### src/rtl/dmp_pkg.sv
// Shared types, constants and field helpers for the dilated 3-D max pooling block.
// Used by every module under rtl/; depends on nothing.
`timescale 1ns / 1ps

package dmp_pkg;

   localparam int DIM_MAX_DEF      = 16;
   localparam int KERNEL_MAX_DEF   = 8;
   localparam int SAMPLE_WIDTH_DEF = 16;

   localparam int POS_WIDTH      = 4;
   localparam int CNT_WIDTH      = 4;
   localparam int TAP_WIDTH      = 3;
   localparam int COORD_WIDTH    = 10;
   localparam int CSR_IDX_WIDTH  = 3;
   localparam int CSR_DATA_WIDTH = 15;

   localparam logic [CSR_IDX_WIDTH-1:0] CSR_KERNEL   = 3'd0;
   localparam logic [CSR_IDX_WIDTH-1:0] CSR_STRIDE   = 3'd1;
   localparam logic [CSR_IDX_WIDTH-1:0] CSR_PAD      = 3'd2;
   localparam logic [CSR_IDX_WIDTH-1:0] CSR_DILATION = 3'd3;
   localparam logic [CSR_IDX_WIDTH-1:0] CSR_VOLUME   = 3'd4;

   localparam logic REQ_WRITE = 1'b0;
   localparam logic REQ_QUERY = 1'b1;

   typedef struct packed {
      logic [11:0] kernel_sizes;
      logic [11:0] strides;
      logic [11:0] pads;
      logic [11:0] dilations;
      logic [14:0] volume_sizes;
   } cfg_type;

   localparam cfg_type CFG_RESET = '{
      kernel_sizes: 12'd546,
      strides:      12'd546,
      pads:         12'd0,
      dilations:    12'd273,
      volume_sizes: 15'd16912
   };

   typedef struct packed {
      logic                 hit;
      logic                 last;
      logic [TAP_WIDTH-1:0] tz;
      logic [TAP_WIDTH-1:0] ty;
      logic [TAP_WIDTH-1:0] tx;
   } tap_type;

   // axis 0 = t (high bits), 2 = w (low bits)
   function automatic logic [3:0] field4(input logic [11:0] r, input int axis);
      return r[4*(2-axis) +: 4];
   endfunction

   function automatic logic [4:0] field5(input logic [14:0] r, input int axis);
      return r[5*(2-axis) +: 5];
   endfunction

   function automatic logic signed [COORD_WIDTH-1:0] start_coord(
      input logic [POS_WIDTH-1:0] pos,
      input logic [3:0]           stride,
      input logic [3:0]           pad
   );
      logic [7:0] prod;
      prod = 8'(pos) * 8'(stride);
      return $signed({2'b00, prod}) - $signed({6'b000000, pad});
   endfunction

endpackage

### src/rtl/dmp_max.sv
// Running maximum: compares each returned sample with the best so far and
// keeps the first strict maximum with its tap offsets. Depends on dmp_pkg.
`timescale 1ns / 1ps

module dmp_max #(
   parameter int SAMPLE_WIDTH = dmp_pkg::SAMPLE_WIDTH_DEF
) (
   input  logic                              clock,
   input  logic                              reset,
   input  logic                              clear,
   input  dmp_pkg::tap_type                  tap,
   input  logic [SAMPLE_WIDTH-1:0]           rd_data,
   output logic [SAMPLE_WIDTH-1:0]           max_value,
   output logic [dmp_pkg::TAP_WIDTH-1:0]     max_t,
   output logic [dmp_pkg::TAP_WIDTH-1:0]     max_h,
   output logic [dmp_pkg::TAP_WIDTH-1:0]     max_w,
   output logic                              found
);

   localparam int TW = dmp_pkg::TAP_WIDTH;

   logic                    hit_ff, hit_in;
   logic [TW-1:0]           tz_ff, ty_ff, tx_ff;
   logic                    found_ff, found_in;
   logic [SAMPLE_WIDTH-1:0] best_ff, best_in;
   logic [TW-1:0]           bt_ff, bt_in, bh_ff, bh_in, bw_ff, bw_in;
   logic                    take;

   assign hit_in = tap.hit;
   assign take   = hit_ff & (~found_ff | ($signed(rd_data) > $signed(best_ff)));

   always_comb begin
      found_in = found_ff;
      best_in  = best_ff;
      bt_in    = bt_ff;
      bh_in    = bh_ff;
      bw_in    = bw_ff;
      if (clear) begin
         found_in = 1'b0;
      end else if (take) begin
         found_in = 1'b1;
         best_in  = rd_data;
         bt_in    = tz_ff;
         bh_in    = ty_ff;
         bw_in    = tx_ff;
      end
   end

   always_ff @(posedge clock) begin
      if (reset) begin
         hit_ff   <= 1'b0;
         found_ff <= 1'b0;
      end else begin
         hit_ff   <= hit_in;
         found_ff <= found_in;
      end
      tz_ff   <= tap.tz;
      ty_ff   <= tap.ty;
      tx_ff   <= tap.tx;
      best_ff <= best_in;
      bt_ff   <= bt_in;
      bh_ff   <= bh_in;
      bw_ff   <= bw_in;
   end

   assign max_value = found_ff ? best_ff : {1'b1, {(SAMPLE_WIDTH-1){1'b0}}};
   assign max_t     = found_ff ? bt_ff : '0;
   assign max_h     = found_ff ? bh_ff : '0;
   assign max_w     = found_ff ? bw_ff : '0;
   assign found     = found_ff;

endmodule

### config.mk
export PLATFORM = sky130hd
export DESIGN_NAME = dmp_max
export DESIGN_NICKNAME = d
export VERILOG_FILES = /design/src/rtl/dmp_pkg.sv /design/src/rtl/dmp_max.sv
export SDC_FILE = /design/constraint.sdc
export NUM_CORES = 1
export LEC_CHECK = 0
export BUFFER_PORTS_ARGS = -buffer_cell sky130_fd_sc_hd__buf_4
export CORE_AREA = 4 4 65 67
export CTS_CLUSTER_DIAMETER = 40
export DETAILED_ROUTE_END_ITERATION = 8
export DIE_AREA = 0 0 69 71
export PLACE_DENSITY = 0.81
export SETUP_SLACK_MARGIN = 0.4
export SYNTH_ARGS = -nofsm -noshare
export SYNTH_HDL_FRONTEND = slang
export SYNTH_SLANG_ARGS = --single-unit
export TNS_END_PERCENT = 5
### constraint.sdc
create_clock -name clock -period 4.15 [get_ports clock]
set_clock_uncertainty 0.15 [all_clocks]
set_input_delay 0.6225 -clock clock [delete_from_list [all_inputs] [get_ports clock]]
set_output_delay 0.6225 -clock clock [all_outputs]
set_load 0.01 [all_outputs]
---- Yosys cells after proc, flatten, opt, wreduce, memory -nomap -nowiden ----
Cells that the tools add are included.
storage, ports and cells
  bits in registers ....................... 36
  bits of input ports ..................... 30
  output and inout port bits .............. 26
operators by class
  order comparisons ....................... 1
  bitwise operators ....................... 4
  mux-type cells .......................... 4
  reductions and logical operators ........ 2
operators with widths
  cell                 count
  16-bit > comparator  1
  16-bit 2-to-1 mux    1
  3-bit 2-to-1 mux     3
  1-bit NOT            2
  2-bit AND reduction  1
  2-bit OR reduction   1
  1-bit AND            1
  1-bit OR             1

---- Depth between registers and ports, before layout ----
Gate-level depths: netlist of run 1.
  depth in word-level cells ............... 4
  mapped depth ............................ 7

---- Least setup slack after synthesis of run 1 ----
No wires, ideal clock.
  path kind ............................... input to register
  from .................................... input port rd_data[1]
  to ...................................... register best_ff[0] (enable)
  setup slack ............................. 0.602 ns
  path buffers ............................ 0
  required time ........................... 3.582 ns
  stages on the path ...................... 6
  arrival ................................. 2.980 ns
  cell sequence ........................... ha_1 and2b_2 o21bai_1 a21boi_2 nor4b_2 mux2i_1
on the way
  word-level cells in the longest chain between the ends .. 4
ends and longest elaborated chain
  what                                  RTL line       RTL
  from (decl)                           dmp_max.sv:12  input logic [SAMPLE_WIDTH-1:0] rd_data,
  16-bit > comparator                   dmp_max.sv:30  assign take = hit_ff & (~found_ff | ($signed(rd_data) > $signed(best_ff)));
  1-bit OR                              dmp_max.sv:30
  1-bit AND                             dmp_max.sv:30
  2-bit AND reduction (no source line)  n/a
  to (signal assigned)                  dmp_max.sv:60  best_ff <= best_in;
  to (decl)                             dmp_max.sv:25  logic [SAMPLE_WIDTH-1:0] best_ff, best_in;
Every way passes these cells.
A chain may end at the register's enable or synchronous reset.

---- Final worst setup path of run 1 ----
  from .................................... input port rd_data[15]
  to ...................................... register best_ff[0] (enable)
The elaborated chain is that of the path after synthesis.

==> impl_results.md, run 1 <==
- Largest cells by area after synthesis: edfxtp_1 (47%), dfxtp_1 (14%), ha_1 (13%), inv_1 (4.0%), and2_1 (3.9%)
- Clock Sinks: 36
- Peak VDD IR: about 0.00027 V
- RSZ-0062 raised after global routing: false
- Synth unique cells: 26
- Switch Pwr: between 0.00015 and 0.0002 W
- Min-Delay Path Class: flop to flop
- CP endpoint kind: flop
- Wire per inst: between 10 and 15 um
- Mean area per synthesized cell: ~12 um^2
- Root Driver: clkbuf_8
- Fill cells: 311
- Via count: roughly 1.1k
- CP startpoint kind: input port
- Crit path time final: ~2.6 ns
- Final ANT Viol Nets: 0
- Drt first-iter violations: 61
- N_diodes: 0
- Postcts setup bufs: 0
- Leak pwr: between 0.9 and 1 nW
- Buffers on Ports: between 50 and 60
- Worst skew pair latency: approximately 0.28 ns
- Total grt overflow: 0
- Max Clock Freq: about 380 MHz
- Initial Utilization: a little over two fifths
- Logic gate share of total power: 10.7%
- Switching fraction of total power: between 20% and 30%
- WHS Path Cells: 0
- Die width: approximately 69 um
- DRT Pass-1 Iters: 4
- Post-synthesis sequential area ratio: around three fifths
- Post-synthesis register bit count: 36
- Clk slew on worst S/H paths: ~0.070 ns
- Final RePlAce weighted congestion: slightly below 0.7
- Core area: between 3000 and 4000 um^2
- Final nets: around 230
- Hold Vio Cnt, Final: 0
- CTS HTree Levels: 2
- Post-Syn Instances: approximately 130
- Gr usage total: 12.5%
- Die ar.: 4900 um^2
- Initial antenna violation count: 0
- Reg power frac: between 50 and 60%
- Post-synth top area share: a little under half
- # rows: 22
- Area delta synth->final: 36.6%
- Largest net degree at the start of global routing: 26
- Slew HR: between 60 and 70%
- Pint: approximately 0.00060 W
- Num CTS Buffers: 5
- Syn nets: roughly 170
- Clock share of power: ~36%
- Critical-path maximum fanout: 25
- Register-to-Register Path Depth: 8
- CTS Buffer Depth: 2
- Post-CTS sizing: 0
- CTS hold repair buffers: 0
- FF+latch area: 971 um^2
- Share of cells above drive strength 1: a little over a third
- TritonCTS clock tree: yes
- DR DRC count: 0
- Worst-Margin Slew: ~0.5 ns
- Critical Setup Path Class: input port to flop
- Post-synthesis cell area: ~1600 um^2
- TNS Setup: 0 ns
- Status: finished clean
- CP Data Arrival Time: between 2 and 2.5 ns
- Avg Vias per Cell: approximately 4.6
- Final WS setup: 1.50 ns
- Ys Warns: 0
- Synth area leader: edfxtp_1
- Pwr Density: approximately 350 nW/um^2
- Dpl hpwl: roughly 2300 um
- Final setup vio count: 0
- Dpl ws: between 1 and 1.5 ns
- Number of global-route vias before repair: roughly 1.1k
- Pins Over Slew Limit: 0
- Final period util: a little under two thirds
- First-pass GRT wire length: between 4000 and 5000 um
- Die H: 71 um
- Multi-input gate area: 557 um^2
- Final wirelength: 2900 um
- Ports: 56
- CP required: just under 4 ns
- Max-cap violations: 0
[per-stage QoR]
step                utilization [%]  total power, W  cells  hold slack, ns  instance area (um^2)
finish                         59.6        0.000757    237           0.253                  2170
global placement               56.8        0.000493    229           0.236                  2060
global route                   59.6        0.000793    237           0.263                  2170
detailed placement             56.8        0.000496    229           0.239                  2060
CTS                            59.6        0.000768    237           0.255                  2170
floorplan                         -        0.000453    128           0.236                  1590
[final timing paths]
path | startpoint | slack, ns | end
min reg2reg | ty_ff[0] | 0.25 | bh_ff[0]
min | ty_ff[0] | 0.25 | bh_ff[0]
max reg2reg | best_ff[15] | 1.58 | best_ff[0]
max | rd_data[15] | 1.50 | best_ff[0]
[layout by cell type (no fill, tap or decap), drive strengths merged]
cell type	count
nor2b	1
nand2b	1
ha	16
nor4b	1
nand3b	1
edfxtp	25
clkinv	1
o21bai	1
and2b	1
o21a	1
inv	17
nor4	1
nand2	5
buf	55
dfxtp	11
nor3	2
o21ai	1
and2	10
nand4	2
a21boi	1
a21o	2
a31oi	1
a21oi	6
clkbuf	7
nand3	2
mux2i	1
nor2	16
[synth_stat cells]
cell      count
edfxtp_1     25
o21bai_1      1
nand4_2       1
a31oi_1       1
inv_1        17
o21a_1        1
and2b_2       1
and2_1       10
nand3_1       2
dfxtp_1      11
nor3_1        2
nand2_1       5
nand3b_1      1
a21o_1        2
nor4_2        1
nand2b_1      1
a21boi_2      1
nor2_1       16
mux2i_1       1
o21ai_0       1
nand4_4       1
nor4b_2       1
ha_1         16
a21oi_1       6
nor2b_1       1
clkbuf_1      2
[power by group through the flow]
stage               clock network (W)  registers (W)  logic (W)
floorplan                           0       0.000413  0.0000409
global placement                    0       0.000413  0.0000801
detailed placement                  0       0.000414  0.0000823
CTS                          0.000279       0.000406  0.0000826
global route                 0.000294       0.000407  0.0000913
finish                       0.000270       0.000406  0.0000810
[final cells by class]
class / count / share of cell area (%)
Sequential cell: 36 / 44.8
Multi-Input combinational cell: 73 / 25.7
Timing Repair Buffer: 55 / 19.1
Clock buffer: 7 / 4.50
Inverter: 17 / 2.94
Tap cell: 48 / 2.77
Clock inverter: 1 / 0.231
[sequential cells by signal, summed over array words and instances, names as in the netlist, 3 cells and up]
name and flops:
bh_ff 3, tx_ff 3, tz_ff 3, bw_ff 3, bt_ff 3, best_ff 16
ty_ff 3
[critical path: stages]
cell and delay (ns):
buf_4 0.12, ha_1 0.34, nand4_2 0.15, nor4_2 0.07, a21boi_2 0.16, nor4b_2 0.38
mux2i_4 0.28, buf_4 0.33
[routing by layer]
layer,routed length [um],global-route usage (%)
met1,1150,13.7
met2,1390,20.3
met3,330,7.10
met4,34,4.56
met5,0,0
[kinds of logic (layout without fill, tap and decap cells)]
logic type               count (synthesis)  after routing  synth area share (%)
adder cells (fa/ha/maj)                 16             16                  12.6
multiplexers                             1              1                 0.631
flip-flops                              36             36                  61.2
AND/OR/NAND/NOR                         43             43                  15.9
buffers and inverters                   19             80                  4.50
AO/OA/AOI/OAI                           13             13                  5.21
(Power assumes the default switching activity.)
==> run 2: changes to the inputs <==
--- a/config.mk
+++ b/config.mk
@@ -6,11 +6,11 @@
 export NUM_CORES = 1
 export LEC_CHECK = 0
 export BUFFER_PORTS_ARGS = -buffer_cell sky130_fd_sc_hd__buf_4
-export CORE_AREA = 4 4 65 67
+export CORE_AREA = 4 4 66 68
 export CTS_CLUSTER_DIAMETER = 40
 export DETAILED_ROUTE_END_ITERATION = 8
-export DIE_AREA = 0 0 69 71
-export PLACE_DENSITY = 0.81
+export DIE_AREA = 0 0 70 72
+export PLACE_DENSITY = 0.82
 export SETUP_SLACK_MARGIN = 0.4
 export SYNTH_ARGS = -nofsm -noshare
 export SYNTH_HDL_FRONTEND = slang
==> constraint.sdc (replaced) <==
create_clock -name clock -period 2.3 [get_ports clock]
set_clock_uncertainty 0.15 [all_clocks]
set_input_delay 0.345 -clock clock [delete_from_list [all_inputs] [get_ports clock]]
set_output_delay 0.345 -clock clock [all_outputs]
set_load 0.01 [all_outputs]
==> impl_results.md, run 2 (same netlist as run 1, synthesis figures left out) <==
- WL met2: 1530 um (+9.6%)
- CTS Buffer Depth: 2 (unchanged)
- Wire per inst: 12.2 um (-0.18%)
- Most common cell after layout, fill and taps aside: buf_4
- CP endpoint kind: flop
- Die width: 70 um (+1.4%)
- TritonCTS clock tree: yes
- Final ANT Viol Nets: 0 (unchanged)
- Hold Vio Cnt, Final: 0 (unchanged)
- Cell Count Post-Placement: 243 (+6.1%)
- R2R Setup Slk: -0.04 ns (-1.62 ns)
- Failing checks: setup timing
- Worst R2R Start: best_ff[1]
- # rows: 23 (+4.5%)
- Final nets: 255 (+9.0%)
- Final setup vio count: 25 (+25)
- Die ar.: 5040 um^2 (+2.9%)
- Most frequent cells in the layout: buf_4 (66), edfxtp_1 (25), inv_1 (16), nor2_1 (16), ha_1 (15)
- Worst-Margin Slew: 0.360 ns (-0.143 ns)
- Buffers on Ports: 54 (unchanged)
- Worst skew pair latency: 0.29 ns (about the same)
- Largest net degree at the start of global routing: 21 (-19%)
- Final wirelength: 3180 um (+9.5%)
- Clk slew on worst S/H paths: 0.07 ns (about the same)
- Slew HR: 75.8% (+9.4 points)
- Leak pwr: 1.10 nW (+10%)
- CP Data Arrival Time: 2.19 ns (-0.26 ns)
- TNS Setup: -0.873 ns (-0.873 ns)
- Final WS setup: -0.0429 ns (-1.55 ns)
- Clock Sinks: 36 (unchanged)
- DR DRC count: 0 (unchanged)
- RSZ-0062 raised after global routing: true
- Final period util: 102%
- Area delta synth->final: 50.2%
- Initial antenna violation count: 0 (unchanged)
- Postcts setup bufs: 0 (unchanged)
- Pins Over Slew Limit: 0 (unchanged)
- Root Driver: clkbuf_8
- Max Clock Freq: about 430 MHz
- Dpl hpwl: 2390 um (+5.5%)
- Number of global-route vias before repair: 1,186 (+9.5%)
- Max reg flops: 16 (unchanged)
- Critical Setup Path Class: flop to flop
- Crit path time final: about 2.3 ns
- Critical-path maximum fanout: 20 (-20%)
- First-pass GRT wire length: 5230 um (+9.4%)
- Pwr Density: 569 nW/um^2 (+63%)
- Ports: 56 (unchanged)
- Status: complete, but fails checks
- Final RePlAce weighted congestion: 0.699 (+1.5%)
- Top reg by flops: best_ff
- Total power draw: 0.00136 W (+79%)
- CTS HTree Levels: 2 (unchanged)
- Avg Vias per Cell: 4.46 (-3.1%)
- RR Endpoint: best_ff[10]
- Hold worst-path end: found
- Gr usage total: 13.7% (+1.2 points)
- Max-cap violations: 0 (unchanged)
- Fin cells: 260 (+9.7%)
- Total grt overflow: 0 (unchanged)
- CP required: 2.15 ns (-1.81 ns)
- Min-Delay Path Class: input port to flop
- Die H: 72 um (+1.4%)
- M1 wire length: 1270 um (+11%)
- WHS Path Cells: 2 (+2)
- Num CTS Buffers: 5 (unchanged)
- Drt first-iter violations: 18 (-70%)
- Met3 WL: 327 um (-0.91%)
- CP startpoint kind: flop
- N_diodes: 0 (unchanged)
- Worst Hold Launch: clear
- Initial Utilization: 41.1% (-2.5 points)
- Share of cells above drive strength 1: 40.5% (+4.0 points)
- Register-to-Register Path Depth: 8 (unchanged)
- Via count: 1,159 (+6.3%)
- Max layer used: met4
- DRT Pass-1 Iters: 3 (-1)
- Core area: 3860 um^2 (+6.1%)
- Peak VDD IR: 0.000518 V (+95%)
[run 2: metal layers]
layer | track usage [%] | vias to the layer above
li1 | - | 596
met1 | 14.2 | 517
met2 | 23.2 | 41
met3 | 7.62 | 5
met4 | 5.74 | 0
met5 | 0 | -
[run 2: layout make-up]
type                    count  area (um^2)
clock buffers               6         72.6
clock inverters             2         16.3
fillers                   315         1470
inverters                  17         63.8
multi-input cells          73          591
flip-flops and latches     36          972
well taps                  50         62.6
repair buffers             76          606
[run 2: worst max-delay path by stage]
stage                           start     endpoint  slack (ns)
after detailed placement   rd_data[5]     bt_ff[0]       -0.16
after global routing       best_ff[7]  best_ff[11]       -0.17
after global placement    rd_data[11]     bt_ff[0]       -0.14
after floorplan            best_ff[1]   best_ff[0]       -0.21
final                      best_ff[1]  best_ff[10]       -0.04
after CTS                 best_ff[11]  best_ff[11]       -0.06
[run 2: stage by stage]
| step | hold slack [ns] | setup slack, ns | util [%] | cell area (um^2) |
|---|---|---|---|---|
| 2_1_floorplan | 0.223 | -0.207 | - | 1620 |
| 3_3_place_gp | 0.236 | -0.143 | 56.8 | 2190 |
| 3_5_place_dp | 0.239 | -0.157 | 56.8 | 2190 |
| 4_1_cts | 0.0514 | -0.0578 | 61.8 | 2380 |
| 5_1_grt | 0.0527 | -0.166 | 61.8 | 2380 |
| 6_report | 0.0596 | -0.0429 | 61.8 | 2380 |
[run 2: repair_timing]
| item | in CTS | in global routing |
|---|---|---|
| resized for setup | 3 | 1 |
| hold buffers | 9 | 0 |
| pin swaps | 0 | 1 |
| endpoints found under the hold margin | 9 | 0 |
| endpoints found under the setup margin | 39 | 25 |
[run 2: worst max-delay path, stage by stage, from the launching register on]
cell,delay [ns]
edfxtp_1,0.36
inv_1,0.08
ha_1,0.24
and2b_2,0.19
o21bai_1,0.15
a21boi_2,0.09
nor4b_4,0.28
mux2i_4,0.31
buf_12,0.19
[run 2: power by group]
group	internal, W	switching, W	leakage, nW
Clock	0.000215	0.000225	0.0414
Sequential	0.000724	0.00000792	0.322
Combinational	0.000103	0.0000808	0.735
==> run 3: changes to the inputs <==
--- a/config.mk
+++ b/config.mk
@@ -10,7 +10,7 @@
 export CTS_CLUSTER_DIAMETER = 40
 export DETAILED_ROUTE_END_ITERATION = 8
 export DIE_AREA = 0 0 70 72
-export PLACE_DENSITY = 0.82
+export PLACE_DENSITY = 0.78
 export SETUP_SLACK_MARGIN = 0.4
 export SYNTH_ARGS = -nofsm -noshare
 export SYNTH_HDL_FRONTEND = slang
==> constraint.sdc (replaced) <==
create_clock -name clock -period 2.3 [get_ports clock]
set_clock_uncertainty 0.15 [all_clocks]
set_input_delay 0.23 -clock clock [delete_from_list [all_inputs] [get_ports clock]]
set_output_delay 0.23 -clock clock [all_outputs]
set_load 0.01 [all_outputs]
==> impl_results.md, run 3 (same netlist as run 1, synthesis figures left out) <==
- Top reg by flops: best_ff
- Max reg flops: 16 (unchanged)
- Max Clock Freq: 423 MHz (-0.88%)
- Post-Route Utilization: 66.4% (+4.6 points)
- Multi-input gate area: 603 um^2 (+2.1%)
- Most common cell after layout, fill and taps aside: buf_4
- DR DRC count: 0 (unchanged)
- Worst R2R Start: best_ff[5]
- Pwr Density: 547 nW/um^2 (-3.8%)
- Largest net degree at the start of global routing: 17 (-19%)
- FF+latch area: 972 um^2 (unchanged)
- Worst Setup SP: best_ff[5]
- Clock Sinks: 36 (unchanged)
- Final period util: 103% (+0.91 points)
- Final nets: 271 (+6.3%)
- DRT Pass-1 Iters: 5 (+2)
- Root Driver: clkbuf_8
- Final setup vio count: 25 (unchanged)
- Share of cells above drive strength 1: 38.1% (-2.4 points)
- Gr usage total: 13.7% (-0.038 points)
- Hold Vio Cnt, Final: 0 (unchanged)
- Reg power frac: 52.2% (-1.8 points)
- Logic gate share of total power: 14.6% (+1.0 points)
- Final wirelength: 3430 um (+7.9%)
- CP endpoint kind: flop
- Number of global-route vias before repair: 1,290 (+8.8%)
- Die H: 72 um (unchanged)
- Initial Utilization: 41.1% (unchanged)
- Final WS setup: -0.0637 ns (-0.0208 ns)
- Worst skew pair latency: 0.28 ns (about the same)
- Switch Pwr: 0.000313 W (-0.22%)
- Critical Setup Path Class: flop to flop
- Fill cells: 311 (-1.3%)
- Slew HR: 77.8% (+1.9 points)
- Area delta synth->final: 61.4%
- Postcts setup bufs: 0 (unchanged)
- CTS HTree Levels: 2 (unchanged)
- Die width: 70 um (unchanged)
- Pint: 0.00109 W (+4.5%)
- Core area: 3860 um^2 (unchanged)
- Clock share of power: 33.2% (+0.7 points)
- Wire per inst: 12.4 um (+1.6%)
- CP startpoint kind: flop
- CTS Buffer Depth: 2 (unchanged)
- RSZ-0062 raised after global routing: true
- Min-Delay Path Class: input port to flop
- Crit path time final: 2.36 ns (+0.0208 ns)
- Failing checks: setup timing
- CP required: 2.14 ns (about the same)
- Pins Over Slew Limit: 0 (unchanged)
- Buffers on Ports: 54 (unchanged)
- N_diodes: 0 (unchanged)
- Clk slew on worst S/H paths: 0.07 ns (about the same)
- Final RePlAce weighted congestion: 0.727 (+3.9%)
- Num CTS Buffers: 5 (unchanged)
- Most frequent cells in the layout: buf_4 (64), dlygate4sd3_1 (26), edfxtp_1 (25)
- CP Data Arrival Time: 2.20 ns (about the same)
- Total grt overflow: 0 (unchanged)
- Status: complete, but fails checks
- Critical-path maximum fanout: 11 (-45%)
- Dpl hpwl: 2380 um (-0.14%)
- Die ar.: 5040 um^2 (unchanged)
- Final ANT Viol Nets: 0 (unchanged)
- Fin Hold WS: 0.0138 ns (-0.0458 ns)
- Avg Vias per Cell: 4.54 (+1.8%)
- First-pass GRT wire length: 5440 um (+4.0%)
- Peak VDD IR: 0.000551 V (+6.3%)
- Switching fraction of total power: 22.4% (-0.81 points)
- Leak pwr: 1.17 nW (+6.9%)
- Initial antenna violation count: 0 (unchanged)
- Via count: 1,253 (+8.1%)
- # rows: 23 (unchanged)
- Ports: 56 (unchanged)
- Drt first-iter violations: 23 (+5)
- Worst-Margin Slew: 0.331 ns (-0.0290 ns)
- Max-cap violations: 0 (unchanged)
- TritonCTS clock tree: yes
- Worst Hold Launch: rd_data[9]
[run 3: cell count changes in the layout (fill, tap and decap cells not counted)]
cell and delta:
clkinvlp_4 -1, dlygate4sd3_1 +17, clkbuf_8 +1, ha_4 +1
clkinv_4 -1, buf_12 -1, buf_4 -2, buf_6 +2
ha_1 -1, clkbuf_1 -1, clkinv_2 +1, inv_6 +1
[run 3: critical path, cell delays in order, from the launching register on]
cell,delay [ns]
edfxtp_1,0.36
inv_1,0.08
ha_1,0.26
a21oi_2,0.16
o21a_1,0.12
nor3_1,0.06
nor4b_4,0.35
mux2i_4,0.33
buf_6,0.19
[run 3: area by class of cell]
cell class | count | share of cell area (%)
Tap cell | 50 | 2.44
Inverter | 17 | 2.49
Clock inverter | 2 | 0.537
Multi-Input combinational cell | 73 | 23.5
Clock buffer | 6 | 3.22
Timing Repair Buffer | 92 | 29.8
Sequential cell | 36 | 38.0
[run 3: routing by layer]
metal / track usage, % / part of all wire, % / up-vias / wire length [um]
met4: 4.26 / 0.99 / 0 / 34
met5: 0 / 0 / - / 0
li1: - / - / 633 / -
met1: 14.4 / 39 / 572 / 1330
met2: 24.2 / 51 / 44 / 1750
met3: 6.65 / 9.2 / 4 / 315
[run 3: power by group through the flow]
stage / Combinational, W / Clock (W) / Sequential (W)
6_report: 0.000205 / 0.000465 / 0.000732
4_1_cts: 0.000199 / 0.000480 / 0.000732
5_1_grt: 0.000227 / 0.000506 / 0.000734
2_1_floorplan: 0.0000805 / 0 / 0.000744
3_3_place_gp: 0.000160 / 0 / 0.000745
3_5_place_dp: 0.000164 / 0 / 0.000747
[run 3: worst paths after layout]
check                              endpoint  slack [ns]  depth (start not counted)
worst max register to register  best_ff[14]       -0.06                          8
worst max-delay path            best_ff[14]       -0.06                          8
worst min register to register     bh_ff[0]        0.26                          0
worst min-delay path             best_ff[9]        0.01                          1
[run 3: through the flow]
stage / setup TNS (ns) / cell area [um^2] / instances / power [W] / setup slack (ns)
6_report: -1.42 / 2560 / 276 / 0.00140 / -0.0637
3_3_place_gp: -0.871 / 2170 / 242 / 0.000905 / -0.0441
4_1_cts: -1.66 / 2520 / 275 / 0.00141 / -0.0738
5_1_grt: -4.88 / 2560 / 276 / 0.00147 / -0.206
2_1_floorplan: -5.17 / 1620 / 128 / 0.000824 / -0.207
3_5_place_dp: -1.77 / 2170 / 242 / 0.000910 / -0.0872
[run 3: timing repair]
action	in CTS	in global routing
setup endpoints to repair	25	39
endpoints found under the hold margin	26	1
hold buffers	25	1
resized for setup	2	5
cloned	0	0
